## src/rtl/core/xild_pkg.sv

```systemverilog
// Package for the x86 instruction length decoder: opcode table entries,
// phase encoding, and the opcode classification functions. No dependencies.
`default_nettype none
package xild_pkg;

   localparam logic [7:0] E_MR  = 8'h10;
   localparam logic [7:0] E_OS  = 8'h20;
   localparam logic [7:0] E_BAD = 8'h40;
   localparam logic [5:0] LEN_MAX = 6'd63;

   typedef enum logic [4:0] {
      PH_PREFIX = 5'b00001,
      PH_ESC    = 5'b00010,
      PH_MODRM  = 5'b00100,
      PH_SIB    = 5'b01000,
      PH_TAIL   = 5'b10000
   } phase_type;

   typedef struct packed {
      logic [5:0] length;
      logic       invalid;
   } rsp_type;

   // Entry of the one-byte opcode map.
   function automatic logic [7:0] one_byte_entry(input logic [7:0] b);
      logic [7:0] e;
      e = 8'd1;
      if (b < 8'h40) begin
         case (b[2:0])
            3'd4: e = 8'd2;
            3'd5: e = E_OS + 8'd1;
            3'd6, 3'd7: e = 8'd1;
            default: e = E_MR + 8'd1;
         endcase
         if (b == 8'h0F) e = 8'd0;
      end else begin
         case (b) inside
            8'h62, 8'h63: e = E_MR + 8'd1;
            8'h66: e = 8'd0;
            8'h67: e = E_BAD;
            8'h68: e = E_OS + 8'd1;
            8'h69: e = E_MR + E_OS + 8'd1;
            8'h6A: e = 8'd2;
            8'h6B: e = E_MR + 8'd2;
            [8'h70:8'h7F]: e = 8'd2;
            8'h80, 8'h82, 8'h83: e = E_MR + 8'd2;
            8'h81: e = E_MR + E_OS + 8'd1;
            [8'h84:8'h8F]: e = E_MR + 8'd1;
            8'h9A: e = E_OS + 8'd3;
            [8'hA0:8'hA3]: e = 8'd5;
            8'hA8: e = 8'd2;
            8'hA9: e = E_OS + 8'd1;
            [8'hB0:8'hB7]: e = 8'd2;
            [8'hB8:8'hBF]: e = E_OS + 8'd1;
            8'hC0, 8'hC1, 8'hC6: e = E_MR + 8'd2;
            8'hC2, 8'hCA: e = 8'd3;
            8'hC4, 8'hC5: e = E_MR + 8'd1;
            8'hC7: e = E_MR + E_OS + 8'd1;
            8'hC8: e = 8'd4;
            8'hCD: e = 8'd2;
            [8'hD0:8'hD3]: e = E_MR + 8'd1;
            8'hD4, 8'hD5: e = 8'd2;
            8'hD6: e = E_BAD;
            [8'hD8:8'hDF]: e = E_MR + 8'd1;
            [8'hE0:8'hE7]: e = 8'd2;
            8'hE8, 8'hE9: e = E_OS + 8'd1;
            8'hEA: e = E_OS + 8'd3;
            8'hEB: e = 8'd2;
            8'hF1: e = E_BAD;
            8'hF6, 8'hF7, 8'hFE, 8'hFF: e = E_MR + 8'd1;
            default: e = 8'd1;
         endcase
      end
      return e;
   endfunction

   // Entry of the map that follows the 0F escape.
   function automatic logic [7:0] escape_entry(input logic [7:0] b);
      logic [7:0] e;
      case (b) inside
         [8'h00:8'h03]: e = E_MR + 8'd2;
         8'h06, 8'h08, 8'h09: e = 8'd2;
         [8'h20:8'h24], 8'h26: e = 8'd3;
         [8'h30:8'h32]: e = 8'd2;
         [8'h80:8'h8F]: e = E_OS + 8'd2;
         [8'h90:8'h9F]: e = E_MR + 8'd2;
         8'hA0, 8'hA1, 8'hA2, 8'hA8, 8'hA9, 8'hAA: e = 8'd2;
         8'hA3, 8'hA5, 8'hAB, 8'hAD, 8'hAF: e = E_MR + 8'd2;
         8'hA4, 8'hAC, 8'hBA: e = E_MR + 8'd3;
         [8'hB0:8'hB7], [8'hBB:8'hBF], 8'hC0, 8'hC1: e = E_MR + 8'd2;
         [8'hC8:8'hCF]: e = 8'd2;
         default: e = E_BAD;
      endcase
      return e;
   endfunction

   function automatic logic [5:0] count_add(input logic [5:0] c, input logic [1:0] n);
      logic [6:0] s;
      s = {1'b0, c} + {5'd0, n};
      return (s > {1'b0, LEN_MAX}) ? LEN_MAX : s[5:0];
   endfunction

endpackage
`default_nettype wire

```

## src/rtl/core/xild_stream_if.sv

```systemverilog
// Valid/ready channel interface carrying one payload item.
// Depends on nothing; the payload type is a parameter of the interface.
`default_nettype none
interface xild_stream_if #(parameter type PAYLOAD_TYPE = logic [7:0]);
   logic        valid;
   logic        ready;
   PAYLOAD_TYPE data;
   modport source (output valid, output data, input ready);
   modport sink   (input valid, input data, output ready);
endinterface
`default_nettype wire

```

## src/rtl/core/xild_step.sv

```systemverilog
// Combinational decode step: next decoder state and result from one byte.
// Depends on xild_pkg.
`default_nettype none
module xild_step (
   input  wire xild_pkg::phase_type cur_phase,
   input  wire logic [7:0]          code_byte,
   input  wire logic                cur_op16,
   input  wire logic [5:0]          cur_count,
   input  wire logic [4:0]          cur_rem,
   input  wire logic [1:0]          cur_g3,
   input  wire logic [1:0]          cur_mod,
   output xild_pkg::phase_type      nxt_phase,
   output logic                     nxt_op16,
   output logic [5:0]               nxt_count,
   output logic [4:0]               nxt_rem,
   output logic [1:0]               nxt_g3,
   output logic [1:0]               nxt_mod,
   output logic                     emit,
   output xild_pkg::rsp_type        result
);
   import xild_pkg::*;

   logic [7:0] entry;
   logic [5:0] opbytes;
   logic [5:0] rem;
   logic [5:0] osz;
   logic [1:0] md;
   logic [2:0] rm;
   logic       prefix;
   logic       done;

   always_comb begin
      nxt_phase = cur_phase;
      nxt_op16 = cur_op16;
      nxt_count = cur_count;
      nxt_rem = cur_rem;
      nxt_g3 = cur_g3;
      nxt_mod = cur_mod;
      emit = 1'b0;
      done = 1'b0;
      result = '{length: cur_count, invalid: 1'b0};
      osz = cur_op16 ? 6'd2 : 6'd4;
      md = code_byte[7:6];
      rm = code_byte[2:0];
      rem = {1'b0, cur_rem};
      entry = (cur_phase == PH_ESC) ? escape_entry(code_byte) : one_byte_entry(code_byte);
      opbytes = (cur_phase == PH_ESC) ? 6'd2 : 6'd1;
      prefix = (code_byte == 8'hF0) || (code_byte == 8'hF2) || (code_byte == 8'hF3) ||
               (code_byte == 8'h26) || (code_byte == 8'h2E) || (code_byte == 8'h36) ||
               (code_byte == 8'h3E) || (code_byte == 8'h64) || (code_byte == 8'h65);
      case (cur_phase)
         PH_MODRM: begin
            nxt_count = count_add(cur_count, 2'd1);
            if (code_byte[5:3] == 3'd0) begin
               if (cur_g3 == 2'd1) rem = rem + 6'd1;
               else if (cur_g3 == 2'd2) rem = rem + osz;
            end
            if (md == 2'd1) rem = rem + 6'd1;
            else if (md == 2'd2 || (md == 2'd0 && rm == 3'd5)) rem = rem + 6'd4;
            if (md != 2'd3 && rm == 3'd4) begin
               nxt_mod = md;
               nxt_rem = rem[4:0];
               nxt_phase = PH_SIB;
            end else done = 1'b1;
         end
         PH_SIB: begin
            nxt_count = count_add(cur_count, 2'd1);
            if (cur_mod == 2'd0 && rm == 3'd5) rem = rem + 6'd4;
            done = 1'b1;
         end
         PH_TAIL: begin
            nxt_count = count_add(cur_count, 2'd1);
            nxt_rem = (cur_rem != 5'd0) ? cur_rem - 5'd1 : 5'd0;
            if (nxt_rem == 5'd0) begin
               emit = 1'b1;
               result.length = nxt_count;
            end
         end
         default: begin
            if (cur_phase != PH_ESC && code_byte == 8'h66) begin
               nxt_op16 = 1'b1;
               nxt_count = count_add(cur_count, 2'd1);
            end else if (cur_phase != PH_ESC && prefix) begin
               nxt_count = count_add(cur_count, 2'd1);
            end else if (cur_phase != PH_ESC && code_byte == 8'h0F) begin
               nxt_phase = PH_ESC;
            end else begin
               nxt_g3 = (cur_phase == PH_ESC) ? 2'd0 :
                        (code_byte == 8'hF6) ? 2'd1 : (code_byte == 8'hF7) ? 2'd2 : 2'd0;
               if ((entry & E_BAD) != 8'd0) begin
                  emit = 1'b1;
                  result.invalid = 1'b1;
               end else begin
                  nxt_count = count_add(cur_count, opbytes[1:0]);
                  rem = ({2'd0, entry[3:0]} > opbytes) ? {2'd0, entry[3:0]} - opbytes : 6'd0;
                  if ((entry & E_OS) != 8'd0) rem = rem + osz;
                  if ((entry & E_MR) != 8'd0) begin
                     nxt_rem = rem[4:0];
                     nxt_phase = PH_MODRM;
                  end else done = 1'b1;
               end
            end
         end
      endcase
      if (done) begin
         if (rem == 6'd0) begin
            emit = 1'b1;
            result.length = nxt_count;
         end else begin
            nxt_rem = rem[4:0];
            nxt_phase = PH_TAIL;
         end
      end
   end
endmodule
`default_nettype wire

```

## src/rtl/core/x86_instruction_length_decoder.sv

```systemverilog
// x86 instruction length pre-decoder, one code byte per item.
// A result item appears in the cycle after the byte that ends the instruction is taken.
// Throughput: one byte per cycle while no result waits untaken; the next state is combinational.
// A result item that waits untaken holds off the next byte; one taken in that cycle does not.
// Reset (synchronous, active high) returns the decoder to the prefix phase
// with all counts cleared and the result register empty.
`default_nettype none
module x86_instruction_length_decoder (
   input wire logic     clock,
   input wire logic     reset,
   xild_stream_if.sink  req,
   xild_stream_if.source rsp
);
   import xild_pkg::*;

   phase_type  phase_ff, phase_in;
   logic       op16_ff, op16_in;
   logic [5:0] count_ff, count_in;
   logic [4:0] rem_ff, rem_in;
   logic [1:0] g3_ff, g3_in;
   logic [1:0] mod_ff, mod_in;
   logic       emit;
   rsp_type    result;
   logic       valid_ff;
   rsp_type    data_ff;
   logic       take;

   // Ready is high whenever the result slot is free or drains this cycle.
   assign req.ready = !valid_ff || rsp.ready;
   assign take = req.valid && req.ready;
   assign rsp.valid = valid_ff;
   assign rsp.data = data_ff;

   xild_step u_step (
      .cur_phase(phase_ff), .code_byte(req.data), .cur_op16(op16_ff),
      .cur_count(count_ff), .cur_rem(rem_ff), .cur_g3(g3_ff), .cur_mod(mod_ff),
      .nxt_phase(phase_in), .nxt_op16(op16_in), .nxt_count(count_in),
      .nxt_rem(rem_in), .nxt_g3(g3_in), .nxt_mod(mod_in),
      .emit(emit), .result(result)
   );

   always_ff @(posedge clock) begin
      if (reset) begin
         phase_ff <= PH_PREFIX;
         op16_ff <= 1'b0;
         count_ff <= '0;
         rem_ff <= '0;
         g3_ff <= '0;
         mod_ff <= '0;
         valid_ff <= 1'b0;
      end else begin
         // The result slot fills on an emitting byte and empties when taken.
         if (take && emit) valid_ff <= 1'b1;
         else if (rsp.ready) valid_ff <= 1'b0;
         if (take) begin
            if (emit) begin
               // Every emitted item ends the instruction and restarts the decoder.
               phase_ff <= PH_PREFIX;
               op16_ff <= 1'b0;
               count_ff <= '0;
               rem_ff <= '0;
               g3_ff <= '0;
               mod_ff <= '0;
            end else begin
               phase_ff <= phase_in;
               op16_ff <= op16_in;
               count_ff <= count_in;
               rem_ff <= rem_in;
               g3_ff <= g3_in;
               mod_ff <= mod_in;
            end
         end
      end
   end

   always_ff @(posedge clock) begin
      if (take && emit) data_ff <= result;
   end
endmodule
`default_nettype wire

```

## src/flat_wrapper.sv

```systemverilog
// flat-port wrapper written by rule: the top's interface ports become plain ports
module x86_instruction_length_decoder_flat import xild_pkg::*;
  (clock, reset, req_valid, req_data, req_ready, rsp_valid, rsp_data, rsp_ready);
  xild_stream_if #(.PAYLOAD_TYPE(logic [7:0])) req_i ();
  xild_stream_if #(.PAYLOAD_TYPE(rsp_type)) rsp_i ();
  input wire logic clock;
  input wire logic reset;
  input wire logic [$bits(req_i.valid)-1:0] req_valid;
  input wire logic [$bits(req_i.data)-1:0] req_data;
  output wire logic [$bits(req_i.ready)-1:0] req_ready;
  output wire logic [$bits(rsp_i.valid)-1:0] rsp_valid;
  output wire logic [$bits(rsp_i.data)-1:0] rsp_data;
  input wire logic [$bits(rsp_i.ready)-1:0] rsp_ready;
  assign req_i.valid = req_valid;
  assign req_i.data = req_data;
  assign req_ready = req_i.ready;
  assign rsp_valid = rsp_i.valid;
  assign rsp_data = rsp_i.data;
  assign rsp_i.ready = rsp_ready;
  x86_instruction_length_decoder u_core (.clock(clock), .reset(reset), .req(req_i), .rsp(rsp_i));
endmodule
```

## config.mk

```make
export PLATFORM = sky130hd
export DESIGN_NAME = x86_instruction_length_decoder_flat
export DESIGN_NICKNAME = d
export VERILOG_FILES = /design/src/rtl/core/xild_pkg.sv /design/src/rtl/core/xild_stream_if.sv /design/src/rtl/core/xild_step.sv /design/src/rtl/core/x86_instruction_length_decoder.sv /design/src/flat_wrapper.sv
export SDC_FILE = /design/constraint.sdc
export NUM_CORES = 1
export LEC_CHECK = 0
export BUFFER_PORTS_ARGS = -buffer_cell sky130_fd_sc_hd__buf_2
export CAP_MARGIN = 30
export CORE_ASPECT_RATIO = 0.5
export CORE_MARGIN = 2
export CORE_UTILIZATION = 50
export CTS_BUF_LIST = sky130_fd_sc_hd__clkbuf_4 sky130_fd_sc_hd__clkbuf_8
export CTS_CLUSTER_DIAMETER = 80
export CTS_CLUSTER_SIZE = 24
export DETAILED_ROUTE_END_ITERATION = 8
export MAX_ROUTING_LAYER = met4
export PLACE_DENSITY = 0.74
export SYNTH_ARGS = -nofsm -noshare
export SYNTH_HDL_FRONTEND = slang
export SYNTH_SLANG_ARGS = --single-unit
```

## constraint.sdc

```tcl
create_clock -name clock -period 9.4 [get_ports clock]
set_clock_uncertainty 0.1 [all_clocks]
set_input_delay 0.47 -clock clock [delete_from_list [all_inputs] [get_ports clock]]
set_output_delay 0.47 -clock clock [all_outputs]
set_load 0.1 [all_outputs]
```

* Yosys cells after proc, flatten, opt, wreduce, memory -nomap -nowiden
Index checks and enable logic that the tools add are counted.
Cells by class: $add $sub $neg 10, $mul 0, divide/modulo/power cells 0, order comparisons 32, eq/ne operators 80, shift-type cells 0, mux-type cells 128, bitwise gates (word level) 0, reduce and logical (&&, ||, !) cells 65
Operators by type and width (number):
- == test 8 bit, second input constant | 44
- two-way mux 7 bit | 45
- two-way mux 6 bit | 26
- two-way mux 5 bit | 20
- greater-or-equal comparator 8 bit, second input constant | 11
- == test 8 x 7 -> 1 bit, second input constant | 10
- <= comparator 8 bit, second input constant | 9
- one-hot mux 6 bit (3 select lines) | 2
- == test 8 x 6 -> 1 bit, second input constant | 4
- == test 8 x 4 -> 1 bit, second input constant | 3
- two-way mux 2 bit | 12
- logical AND 1 bit | 23
- two-way mux 1 bit | 18
- OR reduction 2 bit | 9
- greater-or-equal comparator 8 x 6 -> 1 bit, second input constant | 2
- <= comparator 8 x 6 -> 1 bit, second input constant | 2
- one-hot mux 5 bit (3 select lines) | 1
- OR reduction 3 bit | 5
- greater-than comparator 7 x 6 -> 1 bit, second input constant | 2
- == test 3 bit, second input constant | 4
- logical OR 1 bit | 10
- one-hot mux 5 bit (2 select lines) | 1
- == test 8 x 3 -> 1 bit, second input constant | 1
- greater-or-equal comparator 8 x 1 -> 1 bit, second input constant | 1
- 39 further kinds | 50
Word-level totals: register bits 29, bits in latches 0, memory bits (writable) 0, memory bits (read-only) 0, input port bits 12, output and inout bits 9, word-level logic and storage cells 324, memories kept 0

* Longest topological paths before layout
word-level depth 51, gate-level depth with buffers 27, mapped depth without buffers 23

* By module
A second synthesis with hierarchy kept.
Unflattened totals: cell total of the unflattened synthesis 579, area, all modules 4374.2 µm²
By module, submodules not included:
- xild_step | instances 1, cells each 468, area an instance 3183.1 µm², sequential area each 0.0 µm²
- x86_instruction_length_decoder | instances 1, cells each 111, area an instance 1191.1 µm², sequential area each 650.6 µm²

* Worst setup path before layout
No wires, ideal clock.
path type input -> register, from input req_data[4], to register u_core.data_ff, in the netlist u_core.rsp.data[0], enable pin, library setup time 0.333 ns, arrival time 4.521 ns, required time 8.967 ns, path slack 4.446 ns, stages on the path 23, buffers on the path 3, cell sequence buf_6 -> or3_1 -> buf_2 -> a2111oi_0 -> nor3_1 -> o41ai_1 -> o22ai_1 -> a21oi_1 -> ha_1 -> nand2_1 -> a21oi_1 -> nand2_1 -> o22ai_2 -> nor2_1 -> ha_1 -> fa_1 -> and2_1 -> nor4_1 -> a311o_1 -> and4bb_1 -> and4_4 -> buf_6 -> o21a_1
On the way: cells in the longest elaborated chain, start to end 48, elaborated cells on any way between the ends 210, classes of those cells 4 x add/sub; 30 x order compare; 62 x eq/ne; 71 x mux; 43 x reduce/logical
Ends and longest elaborated chain:
- start: declaration | RTL line flat_wrapper.sv:9 | input wire logic [$bits(req_i.data)-1:0] req_data;
- == test 8 bit | RTL line xild_step.sv:46 | entry = (cur_phase == PH_ESC) ? escape_entry(code_byte) : one_byte_entry(code_byte);
- two-way mux 7 bit (32 in a row) | RTL line xild_pkg.sv:37 | case (b) inside
- two-way mux 7 bit | RTL line xild_pkg.sv:28 | if (b < 8'h40) begin
- two-way mux 7 bit | RTL line xild_step.sv:46
- subtractor 4 x 2 -> 5 bit or greater-than comparator 4 x 2 -> 1 bit (tied branches) | RTL line xild_step.sv:95 | rem = ({2'd0, entry[3:0]} > opbytes) ? {2'd0, entry[3:0]} - opbytes : 6'd0;
- two-way mux 6 bit | RTL line xild_step.sv:95
- adder 6 bit | RTL line xild_step.sv:96 | if ((entry & E_OS) != 8'd0) rem = rem + osz;
- two-way mux 6 bit | RTL line xild_step.sv:96
- two-way mux 6 bit | RTL line xild_step.sv:90 | if ((entry & E_BAD) != 8'd0) begin
- two-way mux 6 bit | RTL line xild_step.sv:85 | end else if (cur_phase != PH_ESC && code_byte == 8'h0F) begin
- two-way mux 6 bit | RTL line xild_step.sv:83 | end else if (cur_phase != PH_ESC && prefix) begin
- two-way mux 6 bit | RTL line xild_step.sv:80 | if (cur_phase != PH_ESC && code_byte == 8'h66) begin
- one-hot mux 6 bit (3 select lines) | RTL line xild_step.sv:51 | case (cur_phase)
- logical NOT 6 bit | RTL line xild_step.sv:106 | if (rem == 6'd0) begin
- two-way mux 1 bit | RTL line xild_step.sv:106
- two-way mux 1 bit * | RTL line xild_step.sv:105 | if (done) begin
- logical AND 1 bit * | RTL line x86_instruction_length_decoder.sv:77 | if (take && emit) data_ff <= result;
- end signal: assignment | RTL line x86_instruction_length_decoder.sv:77
- end: declaration | RTL line x86_instruction_length_decoder.sv:25 | rsp_type data_ff;
Mark *: on every way between the ends. The rest lies on a longest branch, timed or not. The select of a mux whose other input is x is not followed. A chain may end at the register's enable or synchronous reset.

* Worst setup path after layout
from register u_core.phase_ff[2], to register u_core.count_ff[5]
On the way: cells in the longest elaborated chain, start to end 15, elaborated cells on any way between the ends 45, classes of those cells 3 x add/sub; 2 x order compare; 5 x eq/ne; 29 x mux; 6 x reduce/logical
Ends and longest elaborated chain:
- start: declaration | RTL line x86_instruction_length_decoder.sv:16 | phase_type phase_ff, phase_in;
- start signal: assignment | RTL line x86_instruction_length_decoder.sv:65 | phase_ff <= phase_in;
- == test 5 x 2 -> 1 bit | RTL line xild_step.sv:46, xild_step.sv:47
- two-way mux 7 bit or two-way mux 2 bit (tied branches) | RTL line xild_step.sv:46, xild_step.sv:47
- subtractor 4 x 2 -> 5 bit or greater-than comparator 4 x 2 -> 1 bit (tied branches) | RTL line xild_step.sv:95
- two-way mux 6 bit | RTL line xild_step.sv:95
- adder 6 bit | RTL line xild_step.sv:96
- two-way mux 6 bit | RTL line xild_step.sv:96
- two-way mux 6 bit | RTL line xild_step.sv:90
- two-way mux 6 bit | RTL line xild_step.sv:85
- two-way mux 6 bit | RTL line xild_step.sv:83
- two-way mux 6 bit | RTL line xild_step.sv:80
- one-hot mux 6 bit (3 select lines) | RTL line xild_step.sv:51
- logical NOT 6 bit | RTL line xild_step.sv:106
- two-way mux 1 bit | RTL line xild_step.sv:106
- two-way mux 1 bit | RTL line xild_step.sv:105
- two-way mux 6 bit * | RTL line x86_instruction_length_decoder.sv:56 | if (emit) begin
- end signal: assignment | RTL line x86_instruction_length_decoder.sv:67 | count_ff <= count_in;
- end: declaration | RTL line x86_instruction_length_decoder.sv:18 | logic [5:0] count_ff, count_in;
Mark *: on every way between the ends. The rest lies on a longest branch, timed or not.

==> impl_metrics.csv <==
group,metric,value,unit
sta,final_hold_viol_count,0,
setup_path,r2r_slack,3690,ps
synth,yosysWarnings,0,
clock_network,hold_buffers,0,
floorplanning,dieArea,8740,um^2
detailed_routing,first_pass_iters,5,
place,post-place-ws,3690,ps
sta,tightest_slew,894,ps
place,placed_area,4010,um^2
synth,synth.ff_latch_count,29,
final_layout,layout-drive-gt1-share,8.79,%
clock_network,clk_latency,290,ps
floorplanning,start_util,53.0,%
sta,fin_crit_sh,60.8,%
clock_network,clockRootBuffer,"clkbuf_8",
detailed_routing,routed_wl,12.6,mm
hold_path,hp-class,"input port to flop",
sta,hold_slack,369,ps
sta,setup_viol,0,
synth,netlist_instances,560,
final_layout,layout_common_cells,"58 x nand2_1, 46 x nor2_1, 41 x a21oi_1",
sta,fin_ws,3690,ps
synth,synthDistinctLibCells,79,
final_layout,final_common_cell,"nand2_1",
outcome,outcome,"finished clean",
hold_path,min_path_cells,3,
final_layout,final_cells,654,
sta,final.min_clock_period,5710,ps
sta,grt_setup_unrepaired,"false",
detailed_routing,wire_per_inst,19.3,um
setup_path,end_kind,"flop",
clock_network,ctsResizeCount,0,
clock_network,cts_buffers,5,
synth,synth_edf_count,7,
sta,setup_tns,0,ps
place,hpwl,9.14,mm
synth,mappedNetlistArea,3980,um^2
global_route,grt_pass1_wl,20.4,mm
synth,ys.flop_type,"dfxtp_1",
setup_path,critPathKind,"flop to flop",
sta,slew_violations,0,
clock_network,htree_num_levels,2,
run,maxCapViolations,0,
final_layout,syn2layout_area_growth,3.77,%
global_route,grt-busiest-layer,"met2",
synth,syn_avg_cell_area,7.11,um^2
setup_path,rr_worst_depth,21,
place,dp.cells,645,
global_route,grt_util_met1,42.7,%
clock_network,clk_pin_slew,70,ps
final_layout,antennaDiodeCount,0,
sta,max_freq,175,MHz
place,io_buffers,20,
global_route,grtUsageMet3,8.35,%
power,power.density,129,nW/um^2
clock_network,post_cts_buffers,0,
global_route,grt_overflow_total,0,
power,peakVddDrop,0.0798,mV
setup_path,cp_max_fo,11,
floorplanning,rows,22,
detailed_routing,drt_first_iter_violations,739,
global_route,met2_usage,44.6,%
power,leakagePower,1.44,nW
sta,slew_headroom,39.9,%
detailed_routing,vias,4507,
clock_network,clockBufferDepth,2,
floorplanning,core,7510,um^2
detailed_routing,ant_nets,0,
clock_network,cts_sinks,29,
detailed_routing,drc,0,
floorplanning,die_x,130,um
setup_path,cp.required,9440,ps
global_route,track_usage,30.9,%
clock_network,cts_tree,"yes",
final_layout,nets,577,
synth,yosysSeqAreaShare,16.3,%
setup_path,worstPathArrival,5760,ps
setup_path,cp-start-kind,"flop",
place,place_congestion,1.05,
global_route,grt_max_degree,29,
global_route,grt_pass1_vias,3871,
synth,syn_nets,592,
floorplanning,io_pins,21,
floorplanning,dieHeight,67.1,um
synth,async_flop_share,0,%
global_route,antenna_found_initial,0,
final_layout,final_area,4130,um^2
detailed_routing,via_per_inst,6.89,
## layer usage
layer | share of wire (%) | wire length (um) | vias to the layer above
met5 | 0 | 0 | -
met4 | 2.2 | 280 | 0
met3 | 14 | 1750 | 38
met2 | 40 | 5090 | 332
met1 | 44 | 5500 | 2060
li1 | - | - | 2077
## sequential cells by signal, summed over array words and instances, names as in the netlist
name	cells
u_core.count_ff	6
u_core.g3_ff	2
u_core.mod_ff	2
u_core.op16_ff	1
u_core.phase_ff	5
u_core.rem_ff	5
u_core.rsp.data	7
u_core.rsp.valid	1
## cells in the mapped netlist, types with 9 or more instances
cell type,number,area [um^2]
buf_2,18,90.1
nor2_1,46,173
mux2i_1,10,100
a21o_1,9,67.6
ha_1,16,200
nor3_1,22,110
inv_1,24,90.1
nand2_1,58,218
nand3_1,20,100
nand2b_1,13,81.3
dfxtp_1,22,440
o21ai_0,30,150
nor2b_1,13,81.3
clkbuf_1,19,71.3
a21oi_1,41,205
a31oi_1,14,87.6
## where the power goes
part / switching [mW] / leakage [nW] / internal (mW)
registers: 0.0183 / 0.246 / 0.141
clock network: 0.0523 / 0.0619 / 0.0893
logic: 0.158 / 1.14 / 0.0728
total: 0.229 / 1.44 / 0.303
## final timing paths
check | endpoint | startpoint
min | u_core.rsp.valid | req_valid
max reg2reg | u_core.count_ff[5] | u_core.phase_ff[2]
max | u_core.count_ff[5] | u_core.phase_ff[2]
min reg2reg | u_core.mod_ff[1] | u_core.mod_ff[1]
## logic make-up after synthesis
kind of cell	after synthesis	share of synthesized area, %
simple gates	236	32.0
compound gates	184	31.4
buf+inv	69	7.88
flops	29	16.3
fa+ha+maj	20	7.04
mux	12	3.08
xor+xnor	10	2.20
## stage by stage
step                      util, %  power [mW]
final                        55.0       0.532
after detailed placement     53.3       0.384
after floorplan                 -       0.345
after CTS                    54.9       0.525
after global routing         55.0       0.559
after global placement       53.3       0.384
## worst max-delay path: stages (launching register included)
cell and delay, ps:
dfxtp_1 380, nor2_2 210, nand3_2 300, inv_2 320, o31ai_1 150, a311oi_1 520
and2_1 220, a21oi_1 60, ha_1 230, nor3_1 200, a21oi_1 120, o22ai_2 350
nor2_1 80, ha_1 220, fa_1 370, and2_1 160, nor4_1 170, a311o_1 180
and4bb_1 230, nand3_1 170, o21ai_1 620, o21ai_0 170
## area by class of cell
| class | instances | area (um^2) |
|---|---|---|
| clock inverter | 1 | 30.0 |
| multi-input combinational | 462 | 3020 |
| fill | 727 | 3380 |
| inverter | 25 | 93.8 |
| timing repair buffer | 22 | 115 |
| sequential | 29 | 651 |
| tap | 108 | 135 |
| clock buffer | 7 | 90.1 |
No activity file was read; power rests on OpenSTA's default activity.
